$ cat src/hw/rtl/rrts_pkg.sv
// Package for the round-robin task scheduler.
// Holds sizes, request and task state codes, sequencer states and queue structs.
// No dependencies.
`default_nettype none

package rrts_pkg;

  localparam int TASK_COUNT = 16;
  localparam int TASK_W = $clog2(TASK_COUNT);
  localparam int CNT_W = $clog2(TASK_COUNT + 1);
  localparam logic [15:0] SLICE_RESET = 16'd10;

  typedef enum logic [1:0] {
    REQ_TICK  = 2'd0,
    REQ_READY = 2'd1,
    REQ_YIELD = 2'd2,
    REQ_SLEEP = 2'd3
  } req_t;

  typedef enum logic [1:0] {
    ST_FREE    = 2'd0,
    ST_READY   = 2'd1,
    ST_RUNNING = 2'd2,
    ST_BLOCKED = 2'd3
  } task_state_t;

  typedef enum logic [2:0] {
    S_IDLE,
    S_SCAN,
    S_SLICE,
    S_ROT_RD,
    S_ROT,
    S_OP,
    S_DONE
  } seq_state_t;

  typedef struct packed {
    logic              push;
    logic              pop;
    logic [TASK_W-1:0] id;
  } q_ctrl_t;

  typedef struct packed {
    logic [CNT_W-1:0]  count;
    logic [TASK_W-1:0] head_id;
  } q_stat_t;

endpackage

`default_nettype wire

$ cat src/hw/rtl/rrts_ram.sv
// Generic single-write, single-read RAM with a registered read port.
// No dependencies.
`default_nettype none

module rrts_ram #(
  parameter int WIDTH = 8,
  parameter int DEPTH = 16
) (
  input  wire logic                     clk,
  input  wire logic                     we,
  input  wire logic [$clog2(DEPTH)-1:0] waddr,
  input  wire logic [WIDTH-1:0]         wdata,
  input  wire logic [$clog2(DEPTH)-1:0] raddr,
  output logic      [WIDTH-1:0]         rdata
);

  logic [WIDTH-1:0] mem [DEPTH];

  always_ff @(posedge clk) begin
    if (we) begin
      mem[waddr] <= wdata;
    end
    rdata <= mem[raddr];
  end

endmodule

`default_nettype wire

$ cat src/hw/rtl/rrts_queue.sv
// Ready queue of task indexes: head, tail and fill count around one RAM.
// Depends on rrts_pkg and rrts_ram. The head entry appears in the cycle after head moves.
`default_nettype none

module rrts_queue (
  input  wire logic            clk,
  input  wire logic            rst,
  input  wire rrts_pkg::q_ctrl_t ctrl,
  output rrts_pkg::q_stat_t    stat
);

  logic [rrts_pkg::TASK_W-1:0] head;
  logic [rrts_pkg::TASK_W-1:0] tail;
  logic [rrts_pkg::CNT_W-1:0]  count;
  logic [rrts_pkg::TASK_W-1:0] head_id;

  function automatic logic [rrts_pkg::TASK_W-1:0] wrap_inc(
    input logic [rrts_pkg::TASK_W-1:0] p
  );
    if (p == rrts_pkg::TASK_W'(rrts_pkg::TASK_COUNT - 1)) begin
      return '0;
    end
    return p + 1'b1;
  endfunction

  always_ff @(posedge clk) begin
    if (rst) begin
      head  <= '0;
      tail  <= '0;
      count <= '0;
    end else begin
      if (ctrl.pop) begin
        head <= wrap_inc(head);
      end
      if (ctrl.push) begin
        tail <= wrap_inc(tail);
      end
      if (ctrl.push && !ctrl.pop) begin
        count <= count + 1'b1;
      end else if (ctrl.pop && !ctrl.push) begin
        count <= count - 1'b1;
      end
    end
  end

  rrts_ram #(
    .WIDTH(rrts_pkg::TASK_W),
    .DEPTH(rrts_pkg::TASK_COUNT)
  ) u_fifo_ram (
    .clk  (clk),
    .we   (ctrl.push),
    .waddr(tail),
    .wdata(ctrl.id),
    .raddr(head),
    .rdata(head_id)
  );

  assign stat.count   = count;
  assign stat.head_id = head_id;

endmodule

`default_nettype wire

$ cat src/hw/rtl/round_robin_task_scheduler.sv
// Round-robin task scheduler top level: task table, sequencer and slice logic.
// Depends on rrts_pkg, rrts_queue and rrts_ram.
//
// A request is a transaction on start, req_type, task_id, from_user and wake_time.
// It is taken at a rising edge with start high and busy low. Exactly one result
// follows: run_task, run_valid, switched, idle and tick_count are valid for the
// single cycle in which done is high, and the receiver cannot hold them off.
// busy is low again in that same cycle, so a new request may start then.
// A tick walks all task entries through one shared wake-time comparator, one
// entry per cycle behind the wake-time RAM read, and then checks the slice.
// A tick runs S_SCAN and S_SLICE, then S_ROT_RD and S_ROT if the slice runs out;
// a yield runs S_ROT_RD and S_ROT; make-ready and sleep run S_OP. One request is
// in flight at a time. slice_length is written through cfg_wen and cfg_wdata;
// the user must write it only while the block is idle, which the block does not
// enforce. Reset frees all tasks, empties the queue, clears the current task, the
// slice count and the tick counter, and sets slice_length to 10.
`default_nettype none

module round_robin_task_scheduler (
  input  wire logic        clk,
  input  wire logic        rst,
  input  wire logic        start,
  output logic             busy,
  input  wire logic [1:0]  req_type,
  input  wire logic [3:0]  task_id,
  input  wire logic        from_user,
  input  wire logic [63:0] wake_time,
  input  wire logic        cfg_wen,
  input  wire logic [15:0] cfg_wdata,
  output logic             done,
  output logic [3:0]       run_task,
  output logic             run_valid,
  output logic             switched,
  output logic             idle,
  output logic [63:0]      tick_count
);

  localparam int TW = rrts_pkg::TASK_W;
  localparam int N = rrts_pkg::TASK_COUNT;
  localparam int SW = rrts_pkg::CNT_W;

  rrts_pkg::seq_state_t  state, state_next;
  rrts_pkg::task_state_t tstate [N];
  rrts_pkg::task_state_t tstate_next [N];
  logic [N-1:0]  sleeping, sleeping_next;
  logic [N-1:0]  queued, queued_next;
  logic [TW-1:0] cur, cur_next;
  logic          cur_valid, cur_valid_next;
  logic [15:0]   slice_count, slice_count_next;
  logic [15:0]   slice_length;
  logic [63:0]   tick_counter, tick_counter_next;
  logic          sw_flag, sw_flag_next;
  logic          idle_flag, idle_flag_next;
  logic [SW-1:0] scan_cnt, scan_cnt_next;
  logic [TW-1:0] chk_idx, chk_idx_next;
  logic          chk_vld, chk_vld_next;

  rrts_pkg::req_t r_req;
  logic [3:0]     r_tid;
  logic [TW-1:0]  r_tidx;
  logic           r_from_user;
  logic [63:0]    r_wake;

  rrts_pkg::q_ctrl_t q_ctrl;
  rrts_pkg::q_stat_t q_stat;

  logic          wake_we;
  logic [63:0]   wake_rdata;
  logic          tid_ok;
  logic [15:0]   slice_inc;
  logic          have_next;
  logic [TW-1:0] nxt;
  logic [SW-1:0] cnt_after;

  assign busy   = (state != rrts_pkg::S_IDLE);
  assign r_tidx = TW'(r_tid);
  assign tid_ok = (32'(r_tid) < N);

  rrts_queue u_queue (
    .clk (clk),
    .rst (rst),
    .ctrl(q_ctrl),
    .stat(q_stat)
  );

  rrts_ram #(
    .WIDTH(64),
    .DEPTH(N)
  ) u_wake_ram (
    .clk  (clk),
    .we   (wake_we),
    .waddr(r_tidx),
    .wdata(r_wake),
    .raddr(scan_cnt[TW-1:0]),
    .rdata(wake_rdata)
  );

  always_ff @(posedge clk) begin
    if (rst) begin
      state        <= rrts_pkg::S_IDLE;
      sleeping     <= '0;
      queued       <= '0;
      cur          <= '0;
      cur_valid    <= 1'b0;
      slice_count  <= '0;
      slice_length <= rrts_pkg::SLICE_RESET;
      tick_counter <= '0;
      sw_flag      <= 1'b0;
      idle_flag    <= 1'b0;
      scan_cnt     <= '0;
      chk_idx      <= '0;
      chk_vld      <= 1'b0;
      done         <= 1'b0;
      for (int i = 0; i < N; i++) begin
        tstate[i] <= rrts_pkg::ST_FREE;
      end
    end else begin
      state        <= state_next;
      sleeping     <= sleeping_next;
      queued       <= queued_next;
      cur          <= cur_next;
      cur_valid    <= cur_valid_next;
      slice_count  <= slice_count_next;
      tick_counter <= tick_counter_next;
      sw_flag      <= sw_flag_next;
      idle_flag    <= idle_flag_next;
      scan_cnt     <= scan_cnt_next;
      chk_idx      <= chk_idx_next;
      chk_vld      <= chk_vld_next;
      done         <= (state == rrts_pkg::S_DONE);
      if (cfg_wen) begin
        slice_length <= cfg_wdata;
      end
      for (int i = 0; i < N; i++) begin
        tstate[i] <= tstate_next[i];
      end
    end
  end

  always_ff @(posedge clk) begin
    if (start && !busy) begin
      r_req       <= rrts_pkg::req_t'(req_type);
      r_tid       <= task_id;
      r_from_user <= from_user;
      r_wake      <= wake_time;
    end
    if (state == rrts_pkg::S_DONE) begin
      run_task   <= cur_valid ? 4'(cur) : 4'd0;
      run_valid  <= cur_valid;
      switched   <= sw_flag;
      idle       <= idle_flag;
      tick_count <= tick_counter;
    end
  end

  always_comb begin
    state_next        = state;
    tstate_next       = tstate;
    sleeping_next     = sleeping;
    queued_next       = queued;
    cur_next          = cur;
    cur_valid_next    = cur_valid;
    slice_count_next  = slice_count;
    tick_counter_next = tick_counter;
    sw_flag_next      = sw_flag;
    idle_flag_next    = idle_flag;
    scan_cnt_next     = scan_cnt;
    chk_idx_next      = chk_idx;
    chk_vld_next      = chk_vld;
    q_ctrl            = '0;
    wake_we           = 1'b0;
    slice_inc         = slice_count + 16'd1;
    have_next         = (q_stat.count != '0);
    nxt               = q_stat.head_id;
    cnt_after         = have_next ? q_stat.count - 1'b1 : q_stat.count;

    unique case (state)
      rrts_pkg::S_IDLE: begin
        if (start) begin
          sw_flag_next   = 1'b0;
          idle_flag_next = 1'b0;
          unique case (rrts_pkg::req_t'(req_type))
            rrts_pkg::REQ_TICK: begin
              tick_counter_next = tick_counter + 64'd1;
              scan_cnt_next     = '0;
              chk_vld_next      = 1'b0;
              state_next        = rrts_pkg::S_SCAN;
            end
            rrts_pkg::REQ_YIELD: begin
              state_next = rrts_pkg::S_ROT_RD;
            end
            default: begin
              state_next = rrts_pkg::S_OP;
            end
          endcase
        end
      end

      rrts_pkg::S_SCAN: begin
        if (chk_vld && tstate[chk_idx] == rrts_pkg::ST_BLOCKED && sleeping[chk_idx] &&
            wake_rdata != 64'd0 && tick_counter >= wake_rdata) begin
          sleeping_next[chk_idx] = 1'b0;
          tstate_next[chk_idx]   = rrts_pkg::ST_READY;
          if (!queued[chk_idx] && 32'(q_stat.count) < N) begin
            q_ctrl.push          = 1'b1;
            q_ctrl.id            = chk_idx;
            queued_next[chk_idx] = 1'b1;
          end
        end
        if (scan_cnt == SW'(N)) begin
          chk_vld_next = 1'b0;
          state_next   = rrts_pkg::S_SLICE;
        end else begin
          scan_cnt_next = scan_cnt + 1'b1;
          chk_idx_next  = scan_cnt[TW-1:0];
          chk_vld_next  = 1'b1;
        end
      end

      rrts_pkg::S_SLICE: begin
        state_next = rrts_pkg::S_DONE;
        if (r_from_user && cur_valid && tstate[cur] == rrts_pkg::ST_RUNNING) begin
          slice_count_next = slice_inc;
          if (slice_inc >= slice_length) begin
            state_next = rrts_pkg::S_ROT_RD;
          end
        end
      end

      rrts_pkg::S_ROT_RD: begin
        state_next = rrts_pkg::S_ROT;
      end

      rrts_pkg::S_ROT: begin
        slice_count_next = '0;
        if (have_next) begin
          q_ctrl.pop       = 1'b1;
          queued_next[nxt] = 1'b0;
        end
        if (cur_valid && tstate[cur] == rrts_pkg::ST_RUNNING) begin
          tstate_next[cur] = rrts_pkg::ST_READY;
          if (!queued_next[cur] && 32'(cnt_after) < N) begin
            q_ctrl.push      = 1'b1;
            q_ctrl.id        = cur;
            queued_next[cur] = 1'b1;
          end
        end
        if (!have_next) begin
          idle_flag_next = 1'b1;
        end else begin
          tstate_next[nxt] = rrts_pkg::ST_RUNNING;
          if (!(cur_valid && cur == nxt)) begin
            cur_next       = nxt;
            cur_valid_next = 1'b1;
            sw_flag_next   = 1'b1;
          end
        end
        state_next = rrts_pkg::S_DONE;
      end

      rrts_pkg::S_OP: begin
        if (tid_ok) begin
          if (r_req == rrts_pkg::REQ_READY) begin
            if (tstate[r_tidx] != rrts_pkg::ST_RUNNING) begin
              tstate_next[r_tidx]   = rrts_pkg::ST_READY;
              sleeping_next[r_tidx] = 1'b0;
              if (!queued[r_tidx] && 32'(q_stat.count) < N) begin
                q_ctrl.push         = 1'b1;
                q_ctrl.id           = r_tidx;
                queued_next[r_tidx] = 1'b1;
              end
            end
          end else begin
            tstate_next[r_tidx]   = rrts_pkg::ST_BLOCKED;
            sleeping_next[r_tidx] = 1'b1;
            wake_we               = 1'b1;
          end
        end
        state_next = rrts_pkg::S_DONE;
      end

      rrts_pkg::S_DONE: begin
        state_next = rrts_pkg::S_IDLE;
      end

      default: begin
        state_next = rrts_pkg::S_IDLE;
      end
    endcase
  end

endmodule

`default_nettype wire

$ cat config.mk
export PLATFORM = sky130hd
export DESIGN_NAME = round_robin_task_scheduler
export DESIGN_NICKNAME = d
export VERILOG_FILES = /design/src/hw/rtl/rrts_pkg.sv /design/src/hw/rtl/rrts_ram.sv /design/src/hw/rtl/rrts_queue.sv /design/src/hw/rtl/round_robin_task_scheduler.sv
export SDC_FILE = /design/constraint.sdc
export NUM_CORES = 2
export LEC_CHECK = 0
export BUFFER_PORTS_ARGS = -buffer_cell sky130_fd_sc_hd__buf_4
export CELL_PAD_IN_SITES_DETAIL_PLACEMENT = 0
export CELL_PAD_IN_SITES_GLOBAL_PLACEMENT = 1
export CORE_MARGIN = 5
export CORE_UTILIZATION = 45
export CTS_CLUSTER_DIAMETER = 120
export DETAILED_ROUTE_END_ITERATION = 10
export GPL_TIMING_DRIVEN = 0
export PLACE_DENSITY = 0.74
export SLEW_MARGIN = 20
export SYNTH_ARGS = -nofsm -noshare
export SYNTH_HDL_FRONTEND = slang
export SYNTH_SLANG_ARGS = --single-unit
$ cat constraint.sdc
create_clock -name clk -period 9.3 [get_ports clk]
set_clock_uncertainty 0.1 [all_clocks]
set_input_delay 0 -clock clk [delete_from_list [all_inputs] [get_ports clk]]
set_output_delay 0 -clock clk [all_outputs]
set_load 0.1 [all_outputs]
==> metrics.md <==
| Metric | Value |
|---|---|
| Outcome | complete, no violations |
| Commonest non-fill, non-tap cell in the layout | edfxtp_1 |
| Min-Delay Startpoint | cfg_wen |
| Fin. max-slew vios | 0 |
| Worst Hold Path Cells | 4 |
| Initial antenna violation count | 3 |
| Post-synthesis xor/xnor area fraction | 1.132% |
| LEAKAGE | 23.34 nW |
| Die W | 373.9 um |
| Row cnt | 133 |
| Post-synthesis mux area share | 14.35% |
| CP arrival | 5600 ps |
| Largest family of logic cells by synthesized area | multiplexers |
| Layout Nets | just over 4000 |
| Asr flop ratio synth | 0% |
| CTS root buf | clkbuf_16 |
| CP startpoint kind | flop |
| Combinational Power Share | 9.6% |
| Reg clk slew, reported paths | about 60 ps |
| Residual DRC | 0 |
| Min-delay worst type | in2reg |
| Worst hold slack | 53.85 ps |
| Slew headroom | 16.83% |
| Final period utilization | 54.68% |
| #FFs+latches synth | 1492 |
| Final Power | 0.01546 W |
| Grt peak-use layer | met2 |
| RSZ-0062 raised after global routing | false |
| GRT met1 Usage | 32.72% |
| Die H | roughly 370 um |
| Met3 Usage GRT | 5.147% |
| Num CTS Buffers | 153 |
| Vias | 34160 |
| Port Buffers | 161 |
| GP Congestion | 0.9248 |
| TNS Setup | 0 ps |
| Core ar. | 131500 um^2 |
| Clock Path Buffers | 3 |
| Worst VDD drop | 0.1699 mV |
| Fin util | 54.14% |
| Detail Route Antenna Nets | 0 |
| Reg2Reg Launch Point | tick_counter[0] |
| Reg2reg end | u_queue.count[3] |
| Worst setup EP type | flop |
| Synth top area cells | edfxtp_1 (62%), mux4_2 (14%), dfxtp_1 (8.8%) |
| Grt ovf | 0 |
| Cell count after synthesis | 3408 |
| CTS tree | done |
| Post-synthesis adder-cell area fraction | 1.932% |
| Initial DRC Count | 3677 |
| Syn Std Cell Area | 59590 um^2 |
| Sequential share of power | about half |
| GR met2 Demand/Resource | about a third |
| DP Wirelength | 103700 um |
| Synthesized Nets | ~3600 |
| Pre-CTS setup slack | 4335 ps |
| Seq/Total Area, Yosys | between 70% and 80% |
| Yosys top cell by area | edfxtp_1 |
| Post-Route WL | 160400 um |
| Final setup margin | approximately 4200 ps |
| Die area | ~140000 um^2 |
| Initial Util | 45.33% |
| WL/cell | 27.40 um |
| Tot GR Track Use | 22.65% |
| Crit path kind | reg2reg |
| Worst Path Max Fanout | 10 |
| Reg-to-reg slack, setup | 4210 ps |
| Prevailing post-synth register cell | edfxtp_1 |
| Sw Share | around a quarter |
| Vias in the first global route | approximately 34000 |
| Detailed Routing Iterations Pass 1 | 5 |
| Post-synth top area share | between 60% and 70% |
| Synth-to-layout area growth | 19.45% |
| Pwr dens | 217.2 nW/um^2 |
| H-Tree Depth | 4 |
| Clock power share | 40.3% |
| Hold Violations, Final | 0 |
| Synthesis Warnings | 0 |
| Internal | 0.01169 W |
| Max-cap check violation count | 0 |
| Post-CTS sizing | 0 |
| Achievable Freq | 196.6 MHz |
| Largest net degree at the start of global routing | 47 |
| Synth Area in Compound Gates | 3.990% |
| # clock sinks | 1492 |
| Clk Latency, worst-skew pair | a little under 800 ps |
| Post-Synth Simple-Gate Area | 5.902% |
| Hold EP | slice_length[1] |
| Via-per-instance ratio | 5.835 |
| Req. time, crit path | 9810 ps |
| Synth cell types | 86 |
| Most frequent cells in the layout | edfxtp_1 (1230), mux4_2 (368), dfxtp_1 (262), nor2_1 (194), dlygate4sd3_1 (184) |
| Minimum clock period | 5085 ps |
| Layout cells sized above 1 | 22.48% |
| Worst-Margin Slew | 1248 ps |
| Final setup viols | 0 |
| R2R cell count | 16 |
| Number of synthesized flops with an enable pin | 1230 |
| Reported net switching power | ~0.0038 W |
| First-pass GRT wire length | around 230000 um |
| Syn Area/Cell | 17.48 um^2 |
| IO Pins | 164 |
## synthesized netlist by cell type, drive strengths merged (48+ instances only)
master	count
a21oi	143
clkbuf	125
dfxtp	262
edfxtp	1230
ha	92
inv	127
mux4	368
nand2	156
nand3	48
nor2	202
nor3	75
o21ai	62
xor2	55
## worst max-delay path by stage
stage                                       to            startpoint  slack, ps
after floorplan           u_wake_ram.mem[8][0]              state[2]       2820
final                         u_queue.count[3]       tick_counter[0]       4210
after CTS                     u_queue.count[3]       tick_counter[0]       4340
after detailed placement      u_queue.count[3]       tick_counter[0]       4330
after global routing          u_queue.count[4]  u_wake_ram.rdata[63]       4080
after global placement                    flop              state[2]      -4350
## kinds of logic after synthesis
family	count (synthesis)
DFF	1492
AOI/OAI and AO/OA	376
xor gates and xnor gates	77
muxes	394
and+or+nand+nor	687
adders and majority gates	92
buffers and inverters	290
## per-stage QoR
stage | instances | cell area, um^2
5_1_grt | 5852 | 71170
4_1_cts | 5852 | 71150
2_1_floorplan | 3408 | 59590
6_report | 5854 | 71180
3_5_place_dp | 5382 | 64150
3_3_place_gp | 5324 | 62990
## layout make-up
cell class                      instances  area, um^2
Antenna cell                            2       5.005
Buffer                                163       686.9
Clock buffer                          194        4094
Clock inverter                         92        1070
Fill cell                           10320       60290
Inverter                              127       531.8
Multi-Input combinational cell       1626       16340
Sequential cell                      1492       42180
Tap cell                             1755        2196
Timing Repair Buffer                  403        4075
## critical path, cell delays in order, from the launching register on
cell and delay, ps:
dfxtp_1 590, inv_1 140, ha_1 300, nand2b_1 140, a2111oi_0 490, o21a_1 220
o211ai_1 200, a41oi_1 680, a21oi_1 280, a211oi_2 350, buf_2 270, inv_1 120
ha_1 280, or4_1 410, a21oi_1 180, xnor2_1 130, nor2_1 50
## power groups by stage
stage	registers (W)	clock network, W	logic (W)
after global placement	0.00788	0	0.00138
after detailed placement	0.00787	0	0.00142
after global routing	0.00776	0.00661	0.00157
after floorplan	0.00791	0	0.000818
final	0.00774	0.00624	0.00149
after CTS	0.00773	0.00634	0.00149
## state kept, by name, summed over array words and instances (netlist names), 5 cells and up, named ones only
| register | count |
|---|---|
| queued | 16 |
| u_wake_ram.mem | 1024 |
| tick_counter | 64 |
| r_wake | 64 |
| u_wake_ram.rdata | 64 |
| tick_count | 64 |
| slice_length | 16 |
| slice_count | 16 |
| u_queue.count | 5 |
| scan_cnt | 5 |
| tstate | 32 |
| u_queue.u_fifo_ram.mem | 64 |
## layer usage
| metal | vias to the layer above | wire, um |
|---|---|---|
| met5 | - | 0 |
| met4 | 0 | 3836 |
| met3 | 245 | 14350 |
| met2 | 1616 | 74550 |
| met1 | 17600 | 67680 |
| li1 | 14700 | - |
## timing repair
action / 4_1_cts / 5_1_grt
buffers inserted: 0 / 0
hold buffers: 184 / 0
setup endpoints to repair: 0 / 0
endpoints found under the hold margin: 178 / 0
Note: power is estimated with default switching activity, not from simulation.
